<file path="src/hw/rtl/lzss_pkg.sv">
// Shared types and constants for the LZSS window decoder.
// Holds the controller state enum and the command and status structs.
// No dependencies; imported by the controller, the datapath and the top level.
`default_nettype none

package lzss_pkg;

  // Width of one decoded byte
  localparam int BYTE_W = 8;

  // Token kinds carried on s_tuser
  localparam logic OP_LITERAL = 1'b0;
  localparam logic OP_MATCH   = 1'b1;

  // Match position that ends the stream
  localparam int END_MARK = 0;

  // Write pointer value at reset and after an end marker
  localparam int WP_START = 1;

  typedef enum logic {
    ST_IDLE,
    ST_COPY
  } state_t;

  // Controller to datapath
  typedef struct packed {
    logic load_lit;    // capture literal byte as a pending result
    logic load_match;  // capture match source and length
    logic end_stream;  // return write pointer to its start value
    logic issue;       // read one window byte of the running copy
  } dp_cmd_t;

  // Datapath to controller
  typedef struct packed {
    logic q_valid;     // a byte waits in the read stage
    logic take;        // that byte moves to the output register this cycle
    logic cnt_one;     // the next read is the last one of the copy
    logic pos_zero;    // the offered token carries the end marker position
  } dp_status_t;

endpackage : lzss_pkg

`default_nettype wire

</file>
<file path="src/hw/rtl/lzss_ctrl.sv">
// Controller state machine of the LZSS window decoder.
// Sequences token intake and the window copy, one byte per cycle unless the output stalls.
// Depends on lzss_pkg.
`default_nettype none

module lzss_ctrl
  import lzss_pkg::*;
(
  input  wire logic       clk,
  input  wire logic       rst,
  input  wire logic       s_tvalid,
  output logic            s_tready,
  input  wire logic       op,
  input  wire dp_status_t status,
  output dp_cmd_t         cmd
);

  state_t state;
  state_t state_next;
  logic   accept;

  // State register
  always_ff @(posedge clk) begin
    if (rst) begin
      state <= ST_IDLE;
    end else begin
      state <= state_next;
    end
  end

  // Next state and commands
  always_comb begin
    state_next = state;
    cmd        = '0;
    s_tready   = 1'b0;
    accept     = 1'b0;
    case (state)
      ST_IDLE: begin
        // take a token only once the previous byte left the read stage
        s_tready = !status.q_valid;
        accept   = s_tvalid && !status.q_valid;
        if (accept) begin
          if (op == OP_LITERAL) begin
            cmd.load_lit = 1'b1;
          end else if (status.pos_zero) begin
            cmd.end_stream = 1'b1;
          end else begin
            cmd.load_match = 1'b1;
            state_next     = ST_COPY;
          end
        end
      end
      ST_COPY: begin
        // read the next byte when the read stage is empty or drains now
        cmd.issue = !status.q_valid || status.take;
        if (cmd.issue && status.cnt_one) begin
          state_next = ST_IDLE;
        end
      end
      default: begin
        state_next = ST_IDLE;
      end
    endcase
  end

endmodule : lzss_ctrl

`default_nettype wire

</file>
<file path="config.mk">
export PLATFORM = sky130hd
export DESIGN_NAME = lzss_ctrl
export DESIGN_NICKNAME = d
export VERILOG_FILES = /design/src/hw/rtl/lzss_pkg.sv /design/src/hw/rtl/lzss_ctrl.sv
export SDC_FILE = /design/constraint.sdc
export NUM_CORES = 1
export LEC_CHECK = 0
export ABC_AREA = 0
export BUFFER_PORTS_ARGS = -buffer_cell sky130_fd_sc_hd__buf_2
export CAP_MARGIN = 15
export CORE_AREA = 2 2 39 41
export CTS_CLUSTER_DIAMETER = 60
export CTS_CLUSTER_SIZE = 14
export DETAILED_ROUTE_END_ITERATION = 8
export DIE_AREA = 0 0 41 43
export GPL_TIMING_DRIVEN = 1
export PLACE_DENSITY = 0.34
export SYNTH_ARGS = -nofsm -noshare
export SYNTH_HDL_FRONTEND = slang
export SYNTH_SLANG_ARGS = --single-unit
</file>
<file path="constraint.sdc">
create_clock -name clk -period 2.1 [get_ports clk]
set_input_delay 0.42 -clock clk [delete_from_list [all_inputs] [get_ports clk]]
set_output_delay 0.42 -clock clk [all_outputs]
set_load 0.01 [all_outputs]
</file>
Yosys cells after proc, flatten, opt, wreduce, memory -nomap -nowiden
Index checks and enable logic that the tools add are counted. Widths: inputs -> output; s select.

Multiplexer cells: 12. Bitwise operators: 1. Reductions and logical operators: 4.

Operators with widths (count): $mux 1 (8); $mux 3 (2); $logic_and 1x1->1 (2); $mux 2 (1); $pmux 1 s2 (1); $logic_not 1->1 (1); $logic_or 1x1->1 (1); $not 1->1 (1).

Flip-flop bits (word level): 1. Bits of input ports: 8. Output and inout bits: 5. Word-level logic and storage cells: 18.

Logic depth before layout (Yosys ltp)
Word-level depth: 5. Gate-level depth with buffers: 3. Mapped depth without buffers: 3.

Least setup slack after synthesis
OpenSTA, ideal clock, no wires.

Kind: in2out. Start: input status[2] (netlist name). End: output cmd[0] (netlist name). Arrival: 832 ps. Required time: 1680 ps. Setup slack: 848 ps. Stages: 2. Path buffers: 0. Cell sequence: and2b_2 -> and2b_2.

RTL lines: start, declared (line lzss_ctrl.sv:14) `input wire dp_status_t status,`; end, declared (line lzss_ctrl.sv:15) `output dp_cmd_t cmd`.

==> results.md <==
* Run status: finished, final reports clean
* Max reg flops at 1
* Maxcap violations at 0
* Crit end category: output pin
* Clk Latency, worst-skew pair at 0 ns
* Gate power share at about half
* N_diodes at 0
* Avg Vias per Cell at 3.10
* Row count at 14
* RePlAce Congestion at between 0.5 and 0.6
* IO Count at 13
* Yosys cell types at 10
* Drt pass-1 iters at 1
* Max_slew headroom at just under 90%
* RSZ-0062 raised after global routing: false
* Post-CTS setup buffers at 0
* Gr ovfl total at 0
* Synth warnings at 0
* VDD IR max at between 0.00008 and 0.00009 V
* Initial antenna violation count at 0
* Core region area at about 0.0014 sq mm
* Drt drc at 0
* Setup CP Type: in2out
* Overall global routing resource usage at under 10%
* Main synth FF type: dfxtp_1
* Asr flop ratio synth at 0%
* Part of the power in the clock network at 0%
* CP Data Arrival Time at 1.04 ns
* Drt wl/cell at between 6 and 7 microns
* Slew at the pin closest to its max-slew limit at 0.163 ns
* Vias in the first global route at 96
* Fill cells at 169
* Ranking of synthesized cells by area: dfxtp_1 22%, and2b_2 19%, inv_1 12%
* Dpl ws at 0.630 ns
* Worst Hold Class: reg2reg
* Max-slew violation count at 0
* Avg Cell Area, Syn at 6.61 sq um
* Final WL at 277 microns
* Share of the synthesized area in the top cell type at a little over a fifth
* Vias at 130
* Die area at between 0.0015 and 0.002 sq mm
* Critical Path RT at approximately 1.7 ns
* Sw Ratio at 25.1%
* Die height at approximately 43 microns
* Final layout net count at 36
* Hold-fix buffers, CTS at 0
* Syn nets at 22
* EDFF count, synth at 0
* Switching Power at just over 10 uW
* Hold_ws at approximately 0.53 ns
* Share of post-route cells with drive strength above 1 at roughly 58%
* Leak at ~0.00011 uW
* Cell-internal power at around 30 uW
* Fin Setup TNS at 0 ns
* Tot Pwr at 40.5 uW
* Syn Inst Count at 14
* FF+latch area at between 20 and 25 sq um
* Largest registers: state: 1 flops
* Clock Skews at 0 ns
* Hold Fails Final Rpt at 0
* Iteration-0 DRC Markers at 0
* Final setup viols at 0
* Layout overhead on the synthesized area at 86.5%
* Reg power frac at between 50% and 60%
* Area leader, netlist: dfxtp_1
* Crit path max fanout at 2
* Final Util at between 10% and 20%
* Mapped Area at 92.6 sq um
* First-pass GRT wire length at between 300 and 400 microns
* Max frequency at roughly 700 MHz
* Register clock-pin slew on the reported worst setup and hold paths at 0 ns
* Biggest register: state
* Most frequent cell after synthesis: inv_1
* Post-synthesis sequential area ratio at 21.6%
* Flops & latches, synth at 1
* Area of the multi-input gates at between 60 and 70 sq um
* Tmin final at 1.46 ns
* Starting density of the core at 6.69%
* Post-CTS resize count at 0
* CP startpoint kind: input port
* Final worst slack at roughly 0.64 ns
* Commonest cells in the netlist: 3 x inv_1, 2 x and2b_2, 2 x nor2_1
* Largest net degree at the start of global routing at 5
* Final ANT Viol Nets at 0
* Pwr dens at 234 mW/mm^2
* PortBufs at 12
* Period utilization at a little over two thirds
* DIE WIDTH at 41 microns
[area by class of cell]
cell class	instances	area share [%]
Sequential cell	1	11.6
Multi-Input combinational cell	10	35.5
Inverter	3	6.52
Tap cell	16	11.6
Timing Repair Buffer	12	34.8
[worst max-delay path, cell delays in order]
cell	delay, ns
buf_2	0.09
and2b_2	0.20
and2b_2	0.20
buf_2	0.13
[layer usage]
| metal | up-vias | part of all wire [%] | track usage [%] |
|---|---|---|---|
| li1 | 69 | - | - |
| met1 | 52 | 46 | 4.44 |
| met2 | 9 | 37 | 4.06 |
| met3 | 0 | 17 | 0 |
| met4 | 0 | 0 | 0 |
| met5 | - | 0 | 0 |
[power groups by stage]
stage	Clock (uW)	Combinational [uW]	Sequential, uW
after detailed placement	0	20.4	20.5
after CTS	0	20.5	20.5
after global placement	0	20.2	20.5
after global routing	0	22.5	20.6
after floorplan	0	8.63	20.4
final	0	20.0	20.5
[layout by cell type (no fill, tap or decap)]
cell type and count:
nor2_1 2, buf_2 12, inv_1 3, nand3_1 1, nand2_1 1, and2b_2 2
dfxtp_1 1, o21ai_0 1, a21oi_1 1, nor2_4 1, nand4_1 1
[final timing paths]
kind | endpoint | slack (ns) | start | cells after the start
max | cmd[0] | 0.64 | status[2] | 4
min | state$_SDFF_PP0_ | 0.53 | state$_SDFF_PP0_ | 2
max reg2reg | state$_SDFF_PP0_ | 1.28 | state$_SDFF_PP0_ | 3
min reg2reg | state$_SDFF_PP0_ | 0.53 | state$_SDFF_PP0_ | 2
[cells by family after synthesis]
group	after synthesis	synth area share, %
buffers and inverters	3	12.2
AOI/OAI and AO/OA	2	10.8
DFF	1	21.6
and+or+nand+nor	8	55.4
[per-stage QoR]
stage	instance area, sq um	cells
6_report	173	42
5_1_grt	173	42
4_1_cts	173	42
3_5_place_dp	173	42
3_3_place_gp	173	42
2_1_floorplan	92.6	14
No activity file was read; power rests on OpenSTA's default activity.
